### config.mk
export PLATFORM = sky130hd
export DESIGN_NAME = dlps_phase_div
export DESIGN_NICKNAME = d
export VERILOG_FILES = /design/src/design/assert_macros.svh /design/src/design/dlps_pkg.sv /design/src/design/dlps_phase_div.sv
export SDC_FILE = /design/constraint.sdc
export NUM_CORES = 1
export LEC_CHECK = 0
export ABC_AREA = 1
export BUFFER_PORTS_ARGS = -buffer_cell sky130_fd_sc_hd__buf_2
export CORE_ASPECT_RATIO = 0.75
export CORE_MARGIN = 2
export CORE_UTILIZATION = 41
export DETAILED_ROUTE_END_ITERATION = 10
export HOLD_SLACK_MARGIN = 0.12
export SLEW_MARGIN = 5
export SYNTH_ARGS = -nofsm -noshare
export SYNTH_HDL_FRONTEND = slang
export SYNTH_SLANG_ARGS = --single-unit
### constraint.sdc
create_clock -name clk -period 2.3 [get_ports clk]
set_input_delay 0.115 -clock clk [delete_from_list [all_inputs] [get_ports clk]]
set_output_delay 0.115 -clock clk [all_outputs]
set_load 0.02 [all_outputs]
### src/design/assert_macros.svh
// ----------------------------------------------------------------------------
// Assertion macros
// Short forms for the concurrent checks used in the pitch shifter.
// ----------------------------------------------------------------------------
`ifndef ASSERT_MACROS_SVH
`define ASSERT_MACROS_SVH

// Same-cycle implication, disabled while reset is asserted.
`define DLPS_CHECK(label, clk, rst_n, ante, cons) \
    label: assert property (@(posedge clk) disable iff (!rst_n) (ante) |-> (cons)) \
        else $error("pitch shifter check failed");

// Next-cycle implication, disabled while reset is asserted.
`define DLPS_CHECK_NEXT(label, clk, rst_n, ante, cons) \
    label: assert property (@(posedge clk) disable iff (!rst_n) (ante) |=> (cons)) \
        else $error("pitch shifter check failed");

`endif

### src/design/dlps_pkg.sv
// ----------------------------------------------------------------------------
// dlps_pkg
// Types, constants and the crossfade gain function of the pitch shifter.
// ----------------------------------------------------------------------------
package dlps_pkg;

    localparam int SAMPLE_BITS      = 16;
    localparam int DEF_LINE_DEPTH   = 32768;
    localparam int DEF_MAX_CHANNELS = 2;

    // Configuration port.
    localparam int CFG_IDX_W  = 3;
    localparam int CFG_DATA_W = 18;

    localparam logic [CFG_IDX_W-1:0] CFG_ENABLED       = 3'd0;
    localparam logic [CFG_IDX_W-1:0] CFG_PITCH_RATIO   = 3'd1;
    localparam logic [CFG_IDX_W-1:0] CFG_CHANNEL_COUNT = 3'd2;
    localparam logic [CFG_IDX_W-1:0] CFG_DELAY_LENGTH  = 3'd3;
    localparam logic [CFG_IDX_W-1:0] CFG_FADE_LENGTH   = 3'd4;

    localparam int RATIO_W = 18;
    localparam int CHCNT_W = 2;
    localparam int DLEN_W  = 16;
    localparam int FADE_W  = 13;

    localparam int unsigned MIN_LEN   = 4096;
    localparam int unsigned MIN_FADE  = 512;
    localparam int unsigned MAX_FADE  = 4096;
    localparam int unsigned RATIO_ONE = 65536;
    localparam int unsigned RATIO_MIN = 32768;
    localparam int unsigned RATIO_MAX = 131072;

    // Crossfade phase and gains.
    localparam int PHASE_W   = 17;
    localparam int GAIN_W    = 16;
    localparam int DIV_CNT_W = 5;

    // Head distance limits: floor(len * 65536 * N / 100), split into an exact
    // integer part and a remainder divided through a reciprocal.
    localparam int unsigned TH_DEN    = 100;
    localparam int unsigned NUM_NEAR  = 65536 * 8;
    localparam int unsigned NUM_FAR   = 65536 * 42;
    localparam int unsigned Q_NEAR    = NUM_NEAR / TH_DEN;
    localparam int unsigned R_NEAR    = NUM_NEAR % TH_DEN;
    localparam int unsigned Q_FAR     = NUM_FAR / TH_DEN;
    localparam int unsigned R_FAR     = NUM_FAR % TH_DEN;
    localparam int          RECIP_SH  = 32;
    localparam logic [63:0] RECIP     = ((64'd1 << RECIP_SH) + 64'd99) / 64'd100;
    localparam int          TH_Y_W    = 24;

    localparam logic [GAIN_W-1:0] QSINE [17] = '{
        16'd0,     16'd3212,  16'd6393,  16'd9512,  16'd12540, 16'd15447,
        16'd18205, 16'd20788, 16'd23170, 16'd25330, 16'd27246, 16'd28899,
        16'd30274, 16'd31357, 16'd32138, 16'd32610, 16'd32768
    };

    typedef struct packed {
        logic signed [SAMPLE_BITS-1:0] sample_ch0;
        logic signed [SAMPLE_BITS-1:0] sample_ch1;
        logic                          block_end;
    } frame_t;

    typedef struct packed {
        logic signed [SAMPLE_BITS-1:0] out_ch0;
        logic signed [SAMPLE_BITS-1:0] out_ch1;
        logic                          block_end_out;
    } result_t;

    typedef struct packed {
        logic busy;
        logic done;
    } div_status_t;

    // Equal-power gain in unsigned Q1.15 from a quarter-sine table with linear
    // interpolation on the low 12 phase bits.
    function automatic logic [GAIN_W-1:0] gain(input logic [PHASE_W-1:0] ph);
        logic [4:0]        seg;
        logic [11:0]       fr;
        logic [GAIN_W-1:0] lo;
        logic [GAIN_W-1:0] hi;
        logic [27:0]       prod;
        logic [GAIN_W-1:0] g;
        seg = ph[16:12];
        fr  = ph[11:0];
        lo  = '0;
        hi  = '0;
        prod = '0;
        if (seg[4])
        begin
            g = QSINE[16];
        end
        else
        begin
            lo   = QSINE[seg];
            hi   = QSINE[seg + 5'd1];
            prod = 28'(hi - lo) * 28'(fr);
            g    = lo + GAIN_W'(prod >> 12);
        end
        return g;
    endfunction

endpackage

### src/design/dlps_phase_div.sv
// ----------------------------------------------------------------------------
// dlps_phase_div
// Restoring divider for the crossfade phase, one quotient bit per cycle:
// quotient = floor(numer * 65536 / denom) with numer <= denom.
// ----------------------------------------------------------------------------
module dlps_phase_div (
    input  logic                          clk,
    input  logic                          rst_n,
    input  logic                          start,
    input  logic [dlps_pkg::FADE_W-1:0]   numer,
    input  logic [dlps_pkg::FADE_W-1:0]   denom,
    output dlps_pkg::div_status_t         status,
    output logic [dlps_pkg::PHASE_W-1:0]  quotient
);
    import dlps_pkg::*;

    logic [FADE_W:0]    rem_reg;
    logic [FADE_W-1:0]  den_reg;
    logic [PHASE_W-1:0] quo_reg;
    logic [DIV_CNT_W-1:0] cnt_reg;
    logic               busy_reg;
    logic               done_reg;

    logic               ge;
    logic [FADE_W:0]    diff;

    assign ge   = rem_reg >= {1'b0, den_reg};
    assign diff = ge ? (rem_reg - {1'b0, den_reg}) : rem_reg;

    always_ff @(posedge clk or negedge rst_n)
    begin
        if (!rst_n)
        begin
            rem_reg  <= '0;
            den_reg  <= '0;
            quo_reg  <= '0;
            cnt_reg  <= '0;
            busy_reg <= 1'b0;
            done_reg <= 1'b0;
        end
        else if (start)
        begin
            rem_reg  <= {1'b0, numer};
            den_reg  <= denom;
            quo_reg  <= '0;
            cnt_reg  <= DIV_CNT_W'(PHASE_W - 1);
            busy_reg <= 1'b1;
            done_reg <= 1'b0;
        end
        else if (busy_reg)
        begin
            quo_reg <= {quo_reg[PHASE_W-2:0], ge};
            rem_reg <= {diff[FADE_W-1:0], 1'b0};
            if (cnt_reg == '0)
            begin
                busy_reg <= 1'b0;
                done_reg <= 1'b1;
            end
            else
            begin
                cnt_reg <= cnt_reg - 1'b1;
            end
        end
    end

    assign status.busy = busy_reg;
    assign status.done = done_reg;
    assign quotient    = quo_reg;

endmodule

==> impl_metrics.ini, run 1 <==
[synth]
synth_compound_area_share_pct = 11.60
synthMuxAreaShare_pct = 0
syn_nets = 431
async_flop_share_pct = 100.0
synth_xor_area_share_pct = 2.022
ys_seq_area_share_pct = 42.10
synth-adder-area-share_pct = 6.851
yosysTopAreaCell = dfrtp_1
yosys_most_used_dff = dfrtp_1
synth_edf_count = 0
synth_area_sq_um = 3032
synth_top_family_by_area = simple AND/OR/NAND/NOR gates
postSynthAreaPerCell_sq_um = 7.854
synthCells = 386
yosys_register_bits = 51
synth_top_area_share_pct = 42.10
synth_area_leaders = dfrtp_1, nand2_1, inv_1
synthSimpleGateAreaFrac_pct = 26.70
yosysWarnings = 0
synthDistinctLibCells = 33

[die]
fp.coreArea_sq_um = 7263
die_y_microns = 78.47
die_area_sq_um = 8105
rows = 27
start_util_pct = 41.74
die_x_microns = 103.3
io_pins = 48

[setup_path]
cp-end-kind = register
arrival_ps = 2310
reg2reg_slack_ps = 170
r2r_end = rem_reg[1]
start_kind = register
path_class = reg -> reg
crit_chain = inv_1, ha_1, fa_1, inv_1, nand2_1, nand3_1, nand2_4, nand3_4, nand2_1, nand3_1, nand3_1
critPathMaxStageDelay_ps = 430
reg2reg_from = rem_reg[0]
critPathSlowestCell = fa_1
path_common_cell = nand3_1
cp_max_fo = 10
critical_path_required_ps = 2490
rr_worst_depth = 11

[sta]
finalCritPeriodShare_pct = 92.45
hold_violations = 0
timing.hold.ws_ps = 133.7
slew_violations = 0
fmax_mhz = 470.3
rsz0062_at_grt = no
fin_setup_tns_ps = 0
clock_skew_ps = 9.993
setup_violations = 0
tightest_slew_ps = 932.5
period_minus_slack_ps = 2126
slew_headroom_pct = 37.60

[global_route]
grt_pass1_vias = 2627
grt_max_degree = 52
grt_pass1_wl_microns = 12170
gr-total-overflow = 0
antenna_found_initial = 0
track_usage_pct = 18.87

[routing]
drt_pre_antenna_iters = 5
vias = 2680
drc = 0
wirelength_microns = 7114
wl_per_cell_microns = 12.66
ant_nets = 0
drtIter0Drc = 186
viasPerCell = 4.769

[placement]
port-buffer-count = 47
gp_congestion = 0.8628
dp_hpwl_microns = 5134

[min_path]
hold_class = in -> reg
whs_path_depth = 5
min_to = rem_reg[4]
holdCritStartpoint = numer[4]

[run]
cap_violations = 0

[clocking]
cts_buffers = 5
clk_latency_ps = 310
cts_tree = built
clockBufferDepth = 2
cts.sinks = 51
clkTransAtPathRegs_ps = 100
cts.htree.levels = 2
cts_root_buf = clkbuf_8

[status]
status = completed

[power_and_ir_drop]
powerDensity_nw_per_um2 = 1101
p_leak_nw = 1.979
irDropWorstVdd_uv = 555.4

[cells_and_area]
area_growth_syn_to_layout_pct = 24.02
antenna_cells = 0
fin_util_pct = 51.77
mostFrequentLayoutCell = nand2_1
final_cell_mix = nand2_1, inv_1, dfrtp_1
final_nets = 505
drive_gt1_share_pct = 18.00
largest_reg_flops = 17
-- worst max-delay path: cells and delay by family (launching register included) --
| kind | cells | cell delay, ps |
|---|---|---|
| adders and majority gates | 2 | 650 |
| buffers and inverters | 2 | 130 |
| DFF | 1 | 340 |
| and+or+nand+nor | 7 | 880 |
-- cell type report --
class                   instances  area (sq um)
clock buffers                   6         82.58
flip-flops and latches         51          1276
well taps                     101         126.4
repair buffers                 77         525.5
clock inverters                 2         38.79
multi-input cells             255          1448
inverters                      70         262.8
fillers                       703          3503
-- per-layer routing --
| layer | vias up | global-route usage, % | part of all wire, % |
|---|---|---|---|
| li1 | 1391 | - | - |
| met1 | 1219 | 28.98 | 51 |
| met2 | 66 | 27.53 | 42 |
| met3 | 4 | 3.295 | 5.8 |
| met4 | 0 | 4.211 | 0.83 |
| met5 | - | 0 | 0 |
-- repair_timing --
action,4_1_cts,5_1_grt
endpoints found under the setup margin,0,4
gates resized for setup,0,1
setup buffers,0,1
endpoints found under the hold margin,76,0
hold buffers,26,0
-- where the power goes --
part | internal [mW] | switching [mW]
Combinational | 0.808 | 1.40
Sequential | 1.09 | 0.152
Clock | 0.359 | 0.327
Total | 2.26 | 1.88
-- through the flow --
step	instance area [sq um]	setup slack (ps)	power, mW	instances
finish	3760	173.5	4.138	562
CTS	3735	134.3	4.078	560
global placement	3353	142.0	3.326	526
detailed placement	3353	149.4	3.345	526
floorplan	3032	411.9	2.919	386
global route	3760	31.26	4.537	562
-- how the worst max path moves through the flow --
stage,slack [ps],end,start,depth (start not counted)
5_1_grt,30,rem_reg[6],rem_reg[11],10
6_report,170,rem_reg[1],rem_reg[0],11
2_1_floorplan,410,rem_reg[9],rem_reg[0],12
3_3_place_gp,140,rem_reg[1],rem_reg[0],11
3_5_place_dp,150,rem_reg[1],rem_reg[0],11
4_1_cts,130,rem_reg[1],rem_reg[0],11
-- cells in the mapped netlist, types with 2 or more instances --
cell      instances
o21bai_1          2
nor2_2            3
nand4_1          10
nand3_4           2
dfrtp_1          51
a22oi_1           7
nand2_1         101
nand3_1          20
nand3_2           5
buf_2             2
o22ai_1          16
buf_4             2
a21oi_1           7
clkbuf_1          6
inv_2             2
xnor2_1           2
inv_1            68
o21ai_0          21
nor2_1           22
xor2_1            5
ha_1             15
nand2_2           6
-- kinds of logic (layout without fill, tap and decap cells) --
kind of cell    count (synthesis)  in the layout
xor+xnor                        7              7
compound gates                 57             57
flops                          51             51
simple gates                  174            175
buf+inv                        81            155
fa+ha+maj                      16             16
No activity file was read; power rests on OpenSTA's default activity.
==> run 2, diff against run 1 <==
--- a/config.mk
+++ b/config.mk
@@ -12,6 +12,7 @@
 export CORE_UTILIZATION = 41
 export DETAILED_ROUTE_END_ITERATION = 10
 export HOLD_SLACK_MARGIN = 0.12
+export MAX_ROUTING_LAYER = met4
 export SLEW_MARGIN = 5
 export SYNTH_ARGS = -nofsm -noshare
 export SYNTH_HDL_FRONTEND = slang
==> run 2 against run 1 <==
Effect of this change:
- clock power is 19% lower
- critical path depth did not move
- wire length up 1.0%
- final cell count is 0.18% higher
- total power is 3.9% lower
- largest cell class unchanged
- highest routed layer unchanged
==> impl_metrics.ini, run 2 (synthesis gave the netlist of run 1 again) <==
[global_route]
grt_pass1_wl_microns = 11940
track_usage_pct = 19.13
grt_pass1_vias = 2662
grt_max_degree = 52
antenna_found_initial = 0
gr-total-overflow = 0

[routing]
vias = 2672
wirelength_microns = 7186
ant_nets = 0
drt_pre_antenna_iters = 4
drc = 0
viasPerCell = 4.746
drtIter0Drc = 138
wl_per_cell_microns = 12.76

[setup_path]
cp_max_fo = 9
crit_end = rem_reg[3]
arrival_ps = 2340
critical_path_required_ps = 2510
reg2reg_from = rem_reg[0]
rr_worst_depth = 11
cp-end-kind = register
start_kind = register
path_class = reg -> reg
reg2reg_slack_ps = 170
cp-startpoint = rem_reg[0]
r2r_end = rem_reg[3]

[run]
cap_violations = 0

[sta]
finalCritPeriodShare_pct = 92.51
rsz0062_at_grt = no
final.setup.worst_slack_ps = 172.3
setup_violations = 0
hold_violations = 0
slew_violations = 0
fin_setup_tns_ps = 0
clock_skew_ps = 9.261
period_minus_slack_ps = 2128
fmax_mhz = 470.0
tightest_slew_ps = 524.7
slew_headroom_pct = 64.98

[die]
start_util_pct = 41.74
die_x_microns = 103.3
die_y_microns = 78.47
io_pins = 48
fp.coreArea_sq_um = 7263
die_area_sq_um = 8105
rows = 27

[placement]
dp_worst_setup_slack_ps = 141.3
gp_congestion = 0.8902
dp_hpwl_microns = 5203
port-buffer-count = 47

[clocking]
cts_buffers = 5
cts_setup_buffers = 0
clkTransAtPathRegs_ps = 100
post_cts_resized = 0
clk_latency_ps = 310
cts_tree = built
cts_root_buf = clkbuf_8
clockBufferDepth = 2
cts.htree.levels = 2
cts.sinks = 51

[status]
status = completed

[cells_and_area]
final_nets = 506
area_growth_syn_to_layout_pct = 23.44
drive_gt1_share_pct = 18.18
largest_reg_flops = 17
mostFrequentLayoutCell = nand2_1
final_cell_mix = nand2_1, inv_1, dfrtp_1
antenna_cells = 0

[power_and_ir_drop]
p_leak_nw = 1.975
irDropWorstVdd_uv = 396.2
powerDensity_nw_per_um2 = 1062

[min_path]
hold_class = in -> reg
whs_path_depth = 5
==> run 2: changes by cell type in the layout (fill, tap and decap cells not counted), sizes merged <==
| cell | change |
|---|---|
| clkinv | +1 |
| bufinv | -1 |
| buf | +1 |
| inv | +1 |
| clkbuf | -1 |
==> run 2: power by group <==
group | total (mW) | switching, mW | internal, mW
clock | 0.558 | 0.336 | 0.221
combinational | 2.16 | 1.37 | 0.797
sequential | 1.25 | 0.160 | 1.09
total | 3.97 | 1.86 | 2.11
==> run 2: worst min path at each step <==
| stage | endpoint | start | slack [ps] |
|---|---|---|---|
| final | rem_reg[4] | numer[4] | 140 |
| after global routing | rem_reg[4] | numer[4] | 170 |
| after CTS | rem_reg[4] | numer[4] | 130 |
| after detailed placement | quotient[13] | rst_n | 140 |
| after global placement | quotient[12] | rst_n | 130 |
| after floorplan | busy_reg | rst_n | -180 |
==> run 2: what timing repair did <==
item	4_1_cts	5_1_grt
hold endpoints to repair	76	0
hold buffers	26	0
setup endpoints to repair	0	2
==> run 2: cell type report <==
cell class / instances / area [sq um]
fill: 696 / 3521
multi-input combinational: 255 / 1440
clock inverter: 3 / 22.52
sequential: 51 / 1276
inverter: 70 / 262.8
tap: 101 / 126.4
clock buffer: 5 / 68.82
timing repair buffer: 78 / 545.5
==> run 2: routing by layer <==
layer | vias to the layer above | GRT usage, % | share of wire, %
li1 | 1391 | - | -
met1 | 1217 | 25.73 | 50
met2 | 60 | 30.71 | 45
met3 | 4 | 3.295 | 4.2
met4 | 0 | 3.553 | 0.50
met5 | - | - | 0
==> run 2: through the flow <==
stage / cell area, sq um / utilization (%) / power (mW) / hold slack (ps) / instances
after floorplan: 3032 / - / 2.919 / -180.6 / 386
after global placement: 3381 / 46.55 / 3.320 / 132.0 / 528
after detailed placement: 3381 / 46.55 / 3.354 / 137.4 / 528
after CTS: 3732 / 51.39 / 3.961 / 133.0 / 562
after global routing: 3742 / 51.52 / 4.362 / 167.0 / 563
final: 3742 / 51.52 / 3.975 / 136.1 / 563
==> run 2: critical path, stage by stage, from the launching register on <==
cell and delay (ps):
dfrtp_1 340, inv_1 60, ha_1 230, fa_1 430
inv_1 80, nand2_1 50, nand3_1 190, nand2_4 140
nand3_2 260, nand2_1 90, nand3_1 90, nand3_1 60
